<file path="src/rtl/websocket_frame_deframer_assert.svh">
// Assertion macros for the WebSocket deframer.
// Each macro takes a label, the clock, the reset, a condition, a consequence and a message.
`ifndef WEBSOCKET_FRAME_DEFRAMER_ASSERT_SVH
`define WEBSOCKET_FRAME_DEFRAMER_ASSERT_SVH

// The consequence must hold in the same cycle as the condition.
`define WSFD_ASSERT_SAME(label, clk, rst, ante, cons, msg) \
  label: assert property (@(posedge clk) disable iff (rst) (ante) |-> (cons)) \
    else $error(msg);

// The consequence must hold in the cycle after the condition.
`define WSFD_ASSERT_NEXT(label, clk, rst, ante, cons, msg) \
  label: assert property (@(posedge clk) disable iff (rst) (ante) |=> (cons)) \
    else $error(msg);

`endif

</file>
<file path="src/rtl/wsfd_pkg.sv">
`timescale 1ns / 1ps

package wsfd_pkg;

  // Default width of the payload length counter.
  localparam int LENGTH_BITS_DEF = 64;

  // Header constants.
  localparam logic [6:0] LEN_EXT16 = 7'd126;
  localparam logic [6:0] LEN_EXT64 = 7'd127;
  localparam logic [3:0] EXT16_BYTES = 4'd2;
  localparam logic [3:0] EXT64_BYTES = 4'd8;
  localparam logic [3:0] KEY_BYTES = 4'd4;

  // Opcodes used by the parser; close and pong touch the closed flag.
  localparam logic [3:0] OP_CONT = 4'h0;
  localparam logic [3:0] OP_CLOSE = 4'h8;
  localparam logic [3:0] OP_PONG = 4'hA;

  // Parse phases.
  typedef enum logic [2:0] {
    PH_HDR0 = 3'd0,
    PH_HDR1 = 3'd1,
    PH_EXT  = 3'd2,
    PH_KEY  = 3'd3,
    PH_DATA = 3'd4
  } wsfd_phase_t;

  // One result beat.
  typedef struct packed {
    logic [7:0] payload_byte;
    logic       byte_valid;
    logic [3:0] message_opcode;
    logic       frame_end;
    logic       message_end;
    logic       peer_closed;
  } wsfd_result_t;

endpackage

</file>
<file path="src/rtl/wsfd_parser.sv">
`timescale 1ns / 1ps

module wsfd_parser #(
  parameter int LENGTH_BITS = wsfd_pkg::LENGTH_BITS_DEF
) (
  input  logic                  clk,
  input  logic                  rst,
  input  logic                  step,
  input  logic [7:0]            rx_byte,
  output logic                  res_valid,
  output wsfd_pkg::wsfd_result_t res
);
  import wsfd_pkg::*;

  localparam logic [LENGTH_BITS-1:0] LEN_ONE = {{(LENGTH_BITS-1){1'b0}}, 1'b1};

  wsfd_phase_t            phase, phase_next;
  logic [3:0]             ext_count, ext_count_next;
  logic                   frame_final, frame_final_next;
  logic [3:0]             frame_opcode, frame_opcode_next;
  logic [3:0]             msg_opcode, msg_opcode_next;
  logic                   frame_masked, frame_masked_next;
  logic [LENGTH_BITS-1:0] remaining, remaining_next;
  logic [31:0]            mask_key, mask_key_next;
  logic [1:0]             mask_index, mask_index_next;
  logic                   closed_flag, closed_flag_next;

  logic [6:0]             len7;
  logic                   len_ext;
  logic [LENGTH_BITS-1:0] rem_ext;
  logic                   count_done;
  logic                   emit;
  logic                   emit_last;
  logic                   emit_valid;
  logic [7:0]             emit_data;
  logic [7:0]             key_byte;

  assign len7 = rx_byte[6:0];
  assign len_ext = (len7 == LEN_EXT16) || (len7 == LEN_EXT64);
  assign count_done = (ext_count == 4'd1);

  // Shift an extended length byte in, saturating when the counter would overflow.
  always_comb begin
    if (remaining[LENGTH_BITS-1 -: 8] != 8'd0) begin
      rem_ext = '1;
    end else begin
      rem_ext = {remaining[LENGTH_BITS-9:0], rx_byte};
    end
  end

  // Key byte for the current payload position, first key byte first.
  always_comb begin
    unique case (mask_index)
      2'd0: key_byte = mask_key[31:24];
      2'd1: key_byte = mask_key[23:16];
      2'd2: key_byte = mask_key[15:8];
      default: key_byte = mask_key[7:0];
    endcase
  end

  // Next parse phase.
  always_comb begin
    phase_next = phase;
    if (step) begin
      unique case (phase)
        PH_HDR1: begin
          if (len_ext) begin
            phase_next = PH_EXT;
          end else if (rx_byte[7]) begin
            phase_next = PH_KEY;
          end else if (len7 == 7'd0) begin
            phase_next = PH_HDR0;
          end else begin
            phase_next = PH_DATA;
          end
        end
        PH_EXT: begin
          if (count_done) begin
            if (frame_masked) begin
              phase_next = PH_KEY;
            end else if (rem_ext == '0) begin
              phase_next = PH_HDR0;
            end else begin
              phase_next = PH_DATA;
            end
          end
        end
        PH_KEY: begin
          if (count_done) begin
            phase_next = (remaining == '0) ? PH_HDR0 : PH_DATA;
          end
        end
        PH_DATA: begin
          if (remaining == LEN_ONE) begin
            phase_next = PH_HDR0;
          end
        end
        default: begin
          // The first header byte, and any phase code without a meaning.
          phase_next = PH_HDR1;
        end
      endcase
    end
  end

  // Datapath registers and the result of the current beat.
  always_comb begin
    ext_count_next = ext_count;
    frame_final_next = frame_final;
    frame_opcode_next = frame_opcode;
    msg_opcode_next = msg_opcode;
    frame_masked_next = frame_masked;
    remaining_next = remaining;
    mask_key_next = mask_key;
    mask_index_next = mask_index;
    emit = 1'b0;
    emit_last = 1'b0;
    emit_valid = 1'b0;
    emit_data = 8'd0;
    if (step) begin
      unique case (phase)
        PH_HDR1: begin
          frame_masked_next = rx_byte[7];
          if (len7 == LEN_EXT16) begin
            remaining_next = '0;
            ext_count_next = EXT16_BYTES;
          end else if (len7 == LEN_EXT64) begin
            remaining_next = '0;
            ext_count_next = EXT64_BYTES;
          end else begin
            remaining_next = {{(LENGTH_BITS-7){1'b0}}, len7};
            if (rx_byte[7]) begin
              ext_count_next = KEY_BYTES;
            end else if (len7 == 7'd0) begin
              emit = 1'b1;
              emit_last = 1'b1;
            end else begin
              mask_index_next = 2'd0;
            end
          end
        end
        PH_EXT: begin
          remaining_next = rem_ext;
          ext_count_next = ext_count - 4'd1;
          if (count_done) begin
            if (frame_masked) begin
              ext_count_next = KEY_BYTES;
            end else if (rem_ext == '0) begin
              emit = 1'b1;
              emit_last = 1'b1;
            end else begin
              mask_index_next = 2'd0;
            end
          end
        end
        PH_KEY: begin
          mask_key_next = {mask_key[23:0], rx_byte};
          ext_count_next = ext_count - 4'd1;
          if (count_done) begin
            if (remaining == '0) begin
              emit = 1'b1;
              emit_last = 1'b1;
            end else begin
              mask_index_next = 2'd0;
            end
          end
        end
        PH_DATA: begin
          mask_index_next = mask_index + 2'd1;
          remaining_next = remaining - LEN_ONE;
          emit = 1'b1;
          emit_valid = 1'b1;
          emit_last = (remaining == LEN_ONE);
          emit_data = frame_masked ? (rx_byte ^ key_byte) : rx_byte;
        end
        default: begin
          frame_final_next = rx_byte[7];
          frame_opcode_next = rx_byte[3:0];
          // Data opcodes open a new message; control opcodes leave it alone.
          if ((rx_byte[3:0] != OP_CONT) && !rx_byte[3]) begin
            msg_opcode_next = rx_byte[3:0];
          end
        end
      endcase
    end
  end

  // The closed flag changes on the last beat of a final close or pong frame.
  always_comb begin
    closed_flag_next = closed_flag;
    if (emit_last && frame_final) begin
      if (frame_opcode == OP_CLOSE) begin
        closed_flag_next = 1'b1;
      end else if (frame_opcode == OP_PONG) begin
        closed_flag_next = 1'b0;
      end
    end
  end

  // Result beat, tagged with the message opcode for continuation frames.
  always_comb begin
    res_valid = emit;
    res.payload_byte = emit_data;
    res.byte_valid = emit_valid;
    res.message_opcode = (frame_opcode == OP_CONT) ? msg_opcode : frame_opcode;
    res.frame_end = emit_last;
    res.message_end = emit_last && frame_final;
    res.peer_closed = closed_flag_next;
  end

  // Parser state.
  always_ff @(posedge clk) begin
    if (rst) begin
      phase <= PH_HDR0;
      ext_count <= 4'd0;
      frame_final <= 1'b0;
      frame_opcode <= OP_CONT;
      msg_opcode <= OP_CONT;
      frame_masked <= 1'b0;
      remaining <= '0;
      mask_key <= 32'd0;
      mask_index <= 2'd0;
      closed_flag <= 1'b0;
    end else begin
      phase <= phase_next;
      ext_count <= ext_count_next;
      frame_final <= frame_final_next;
      frame_opcode <= frame_opcode_next;
      msg_opcode <= msg_opcode_next;
      frame_masked <= frame_masked_next;
      remaining <= remaining_next;
      mask_key <= mask_key_next;
      mask_index <= mask_index_next;
      closed_flag <= closed_flag_next;
    end
  end

endmodule

</file>
<file path="src/rtl/websocket_frame_deframer.sv">
// A result beat is held in the output register from the cycle after the byte that causes it is taken.
// Throughput: one received byte per cycle while in_stall is low, as the parser updates on every byte taken.
// Bytes are still taken while a result waits, unless that result is stalled.
// Reset is synchronous and active high: the parser returns to the first header byte,
// all parse state and the closed flag are cleared, and the output register is emptied.
`timescale 1ns / 1ps

`include "websocket_frame_deframer_assert.svh"

module websocket_frame_deframer #(
  parameter int LENGTH_BITS = wsfd_pkg::LENGTH_BITS_DEF
) (
  input  logic       clk,
  input  logic       rst,
  input  logic       in_valid,
  output logic       in_stall,
  input  logic [7:0] rx_byte,
  output logic       out_valid,
  input  logic       out_stall,
  output logic [7:0] payload_byte,
  output logic       byte_valid,
  output logic [3:0] message_opcode,
  output logic       frame_end,
  output logic       message_end,
  output logic       peer_closed
);
  import wsfd_pkg::*;

  logic         in_accept;
  logic         res_valid;
  wsfd_result_t res;
  wsfd_result_t out_beat;

  // A new byte is taken unless a finished beat is held by the consumer.
  assign in_stall = out_valid && out_stall;
  assign in_accept = in_valid && !in_stall;

  wsfd_parser #(
    .LENGTH_BITS(LENGTH_BITS)
  ) u_parser (
    .clk      (clk),
    .rst      (rst),
    .step     (in_accept),
    .rx_byte  (rx_byte),
    .res_valid(res_valid),
    .res      (res)
  );

  // Output register.
  always_ff @(posedge clk) begin
    if (rst) begin
      out_valid <= 1'b0;
    end else if (in_accept) begin
      out_valid <= res_valid;
    end else if (!out_stall) begin
      out_valid <= 1'b0;
    end
  end

  always_ff @(posedge clk) begin
    if (in_accept && res_valid) begin
      out_beat <= res;
    end
  end

  assign payload_byte = out_beat.payload_byte;
  assign byte_valid = out_beat.byte_valid;
  assign message_opcode = out_beat.message_opcode;
  assign frame_end = out_beat.frame_end;
  assign message_end = out_beat.message_end;
  assign peer_closed = out_beat.peer_closed;

  // Checks on the result beats.
  `WSFD_ASSERT_SAME(a_marker_ends_frame, clk, rst, out_valid && !byte_valid,
    frame_end && (payload_byte == 8'd0), "empty marker beat must end its frame")
  `WSFD_ASSERT_SAME(a_msg_end_in_frame_end, clk, rst, out_valid && message_end,
    frame_end, "message end without frame end")
  `WSFD_ASSERT_SAME(a_close_sets_flag, clk, rst,
    out_valid && message_end && (message_opcode == OP_CLOSE),
    peer_closed, "final close frame did not set the closed flag")
  `WSFD_ASSERT_SAME(a_pong_clears_flag, clk, rst,
    out_valid && message_end && (message_opcode == OP_PONG),
    !peer_closed, "final pong frame did not clear the closed flag")

endmodule
</file>
<file path="config.mk">
export PLATFORM = sky130hd
export DESIGN_NAME = websocket_frame_deframer
export DESIGN_NICKNAME = d
export VERILOG_FILES = /design/src/rtl/wsfd_pkg.sv /design/src/rtl/wsfd_parser.sv /design/src/rtl/websocket_frame_deframer.sv
export VERILOG_INCLUDE_DIRS = /design/src /design/src/rtl
export SDC_FILE = /design/constraint.sdc
export NUM_CORES = 1
export LEC_CHECK = 0
export BUFFER_PORTS_ARGS = -buffer_cell sky130_fd_sc_hd__buf_2
export CAP_MARGIN = 20
export CELL_PAD_IN_SITES_DETAIL_PLACEMENT = 0
export CELL_PAD_IN_SITES_GLOBAL_PLACEMENT = 1
export CORE_ASPECT_RATIO = 0.75
export CORE_MARGIN = 10
export CORE_UTILIZATION = 43
export CTS_BUF_LIST = sky130_fd_sc_hd__clkbuf_2 sky130_fd_sc_hd__clkbuf_4 sky130_fd_sc_hd__clkbuf_8
export CTS_CLUSTER_SIZE = 30
export DETAILED_ROUTE_END_ITERATION = 10
export PLACE_DENSITY = 0.73
export SLEW_MARGIN = 10
export SYNTH_ARGS = -nofsm -noshare
export SYNTH_HDL_FRONTEND = slang
export SYNTH_SLANG_ARGS = --single-unit
</file>
<file path="constraint.sdc">
create_clock -name clk -period 8.9 [get_ports clk]
set_input_delay 0 -clock clk [delete_from_list [all_inputs] [get_ports clk]]
set_output_delay 0 -clock clk [all_outputs]
set_load 0.03 [all_outputs]
</file>
==> impl_metrics.yaml <==
synthesis:
  synth-xor-area-share_pct: 1.274
  yosysTopAreaCell: "dfxtp_1"
  synthTopCellsByArea: "dfxtp_1 (31%), a21oi_1 (8.2%), nand2_1 (7.4%), edfxtp_1 (6.4%), nor2_1 (5.6%)"
  synth.top_cell.area_share_pct: 30.96
  synth_edf_count: 16
  synth.cell_area_um2: 7565
  post-synth-top-count-cell: "nand2_1"
  synth_nets: 1035
  synth_cells: 1015
  synth_compound_area_share_pct: 26.61
  synth_fa_ha_area_share_pct: 1.323
  synth_top_flop_cell: "dfxtp_1"
  yosysSeqAreaShare_pct: 37.31
  ys_types: 69
  synth_mux_area_share_pct: 1.472
  ys_top_cells_by_count: "nand2_1 (150), a21oi_1 (124), dfxtp_1 (117)"
  synthSimpleGateAreaFrac_pct: 26.98
  async_flop_share_pct: 0
  yosysWarningCount: 0
  synth_top_family_by_area: "simple AND/OR/NAND/NOR gates"
  avgSynthCellArea_um2: 7.453
  ys_ff_latch: 133
critical_path:
  crit_slowest_cell: "nor2b_1"
  worst_setup_path_start_kind: "flop"
  r2r-start: "u_parser.phase[1]$_SDFFE_PP0P_"
  crit_path_max_incr_delay_ns: 0.66
  path_max_fanout: 64
  rrSetupSlack_ns: 5.18
  arrival_ns: 4.08
  cp-end-kind: "flop"
  cp_top_family: "simple AND/OR/NAND/NOR gates"
  crit_top_cell: "buf_4"
  r2r_cells: 9
  r2r_end: "u_parser.remaining[55]$_SDFFE_PP0P_"
  cp.required_ns: 9.26
  critPathKind: "flop to flop"
  path_cells: "nor2b_1 -> o311a_2 -> buf_4 -> nand2_1 -> buf_4 -> a21oi_1 -> nor2_1 -> o21a_1 -> o22a_1"
  cp.depth: 9
  cp_num_buf_inv: 2
grt:
  grt_max_degree: 89
  met1_usage_pct: 30.84
  grtUsageMet2_pct: 27.34
  grt_overflow: 0
  grt_pass1_vias: 6708
  grt.total_usage_pct: 19.91
  grt-busiest-layer: "met1"
  antenna_found_initial: 0
  grt_pass1_wl_um: 38410
  use_met3_pct: 3.872
timing:
  setup_viol: 0
  fin_tns_setup_ns: 0
  hold_violations: 0
  final.min_clock_period_ns: 3.719
  rsz0062_at_grt: "no"
  post-route-period-util_pct: 41.79
  finalMaxSlewViolations: 0
  max_freq_mhz: 268.9
  slew-limit-headroom_pct: 31.73
  skew_ns: 0.01578
  worst_pin_slew_ns: 1.024
place:
  routabilityCongestion: 0.8197
  numPortBuffers: 29
  dp_cells: 1217
  postPlaceCellArea_um2: 7840
  dp_hpwl_um: 15010
cts:
  numCtsBuffers: 17
  root_buffer: "clkbuf_8"
  insertion_delay_ns: 0.46
  cts_tree: "done"
  cts-resized-gates: 0
  cts_hold_buf: 10
  cts_buffer_depth: 2
  post_cts.repair.setup_buffers: 0
  cts.sinks: 133
  path_clk_slew_ns: 0.09
  h-tree-depth: 4
floorplan:
  fp.dieH_um: 134.9
  die_area_um2: 23350
  fp.coreArea_um2: 17030
  rows: 41
  die_w_um: 173.2
  io_pins: 30
  initial_utilization_pct: 44.42
layout:
  fill_cells: 1740
  final_area_um2: 8308
  final_util_pct: 48.78
  final_nets: 1030
  regArea_um2: 2823
  area_growth_pct: 9.825
  multi_input_area_um2: 4394
  layout.cells.non_filler: 1259
  drive_gt1_share_pct: 9.677
  n_antenna_cell: 0
routing:
  drt_iter0_drc: 827
  firstDrtPassIters: 6
  wl_per_cell_um: 18.74
  totalWireLength_um: 23590
  ant_nets: 0
  vias_per_cell: 5.959
  vias: 7502
  drcViolationCount: 0
min_path:
  holdPathStages: 4
  hold_class: "primary input to flop"
  worstHoldStart: "in_valid"
  hold_path_end: "u_parser.frame_masked$_SDFFE_PP0P_"
power:
  power.density_nw_per_um2: 176.9
  peakVddDrop_v: 0.00009526
  leakagePower_nw: 2.796
  power_mw: 1.470
run_status:
  status: "completed"
flow_run:
  drv_cap: 0
-- metrics by stage --
stage	setup slack, ns	hold slack, ns
after floorplan	5.613	0.1360
final	5.181	0.1130
after CTS	5.244	0.09964
after global placement	5.295	0.3320
after detailed placement	5.253	0.3384
after global routing	4.925	0.1198
-- worst max path at each step --
stage                                              from                                  end
CTS                      u_parser.phase[1]$_SDFFE_PP0P_  u_parser.remaining[55]$_SDFFE_PP0P_
global placement         u_parser.phase[1]$_SDFFE_PP0P_  u_parser.remaining[55]$_SDFFE_PP0P_
detailed placement       u_parser.phase[1]$_SDFFE_PP0P_  u_parser.remaining[55]$_SDFFE_PP0P_
floorplan           u_parser.remaining[34]$_SDFFE_PP0P_             byte_valid$_SDFFCE_PN0P_
finish                   u_parser.phase[1]$_SDFFE_PP0P_  u_parser.remaining[55]$_SDFFE_PP0P_
global route             u_parser.phase[1]$_SDFFE_PP0P_  u_parser.remaining[42]$_SDFFE_PP0P_
-- layer usage --
layer	wire length (um)	vias to the layer above
met1	12300	3552
met3	1497	15
met5	0	-
met4	186	0
met2	9610	251
li1	-	3684
-- where the power goes --
part,leakage [nW],switching (mW),total (mW),internal (mW)
combinational,1.53,0.216,0.320,0.104
sequential,1.07,0.0295,0.652,0.622
clock,0.189,0.293,0.498,0.206
total,2.80,0.538,1.47,0.932
-- worst min-delay path, cell delays in order --
cell and delay (ns):
buf_2 0.10, a21boi_1 0.23, nand3_1 0.13, a21oi_1 0.06
-- placed cells by master, fill, tap and decap left out, drive strengths merged, types with 5 or more instances in the layout --
cell type / synthesis / layout
nand2: 150 / 150
a21oi: 124 / 124
dfxtp: 117 / 117
nor2: 113 / 113
o21ai: 75 / 75
nor3: 48 / 48
buf: 4 / 41
inv: 24 / 35
nor4: 24 / 24
nand3: 22 / 22
a211oi: 21 / 21
clkbuf: 71 / 17
edfxtp: 16 / 16
or3: 14 / 14
a31oi: 12 / 12
a22oi: 12 / 12
o22ai: 12 / 12
or4: 11 / 11
mux2i: 10 / 10
dlygate4sd3: 0 / 10
nand4: 9 / 9
a211o: 9 / 9
xor2: 9 / 9
nand2b: 8 / 8
o211ai: 8 / 8
a222oi: 8 / 8
ha: 8 / 8
nor3b: 7 / 7
o21a: 6 / 6
and2: 5 / 5
-- registers in the layout, indices dropped and copies added, names as in the netlist --
name,cells
frame_end,1
message_opcode,4
peer_closed,1
u_parser.phase,3
u_parser.remaining,64
u_parser.mask_index,2
u_parser.closed_flag,1
u_parser.frame_final,1
u_parser.frame_masked,1
u_parser.frame_opcode,4
payload_byte,8
message_end,1
byte_valid,1
u_parser.msg_opcode,4
out_valid,1
u_parser.mask_key,32
u_parser.ext_count,4
-- cell families (layout without fill, tap and decap cells) --
logic type	count (synthesis)	in the layout
simple gates	428	428
buf+inv	99	107
xor+xnor	11	11
mux	11	11
flops	133	133
compound gates	325	325
fa+ha+maj	8	8
-- layout make-up --
| type | count | share of cell area, % |
|---|---|---|
| repair buffers | 51 | 4.066 |
| well taps | 236 | 3.554 |
| multi-input cells | 783 | 52.89 |
| flip-flops and latches | 133 | 33.98 |
| clock inverters | 15 | 1.611 |
| inverters | 24 | 1.084 |
| clock buffers | 17 | 2.816 |
Note: power is estimated with default switching activity, not from simulation.
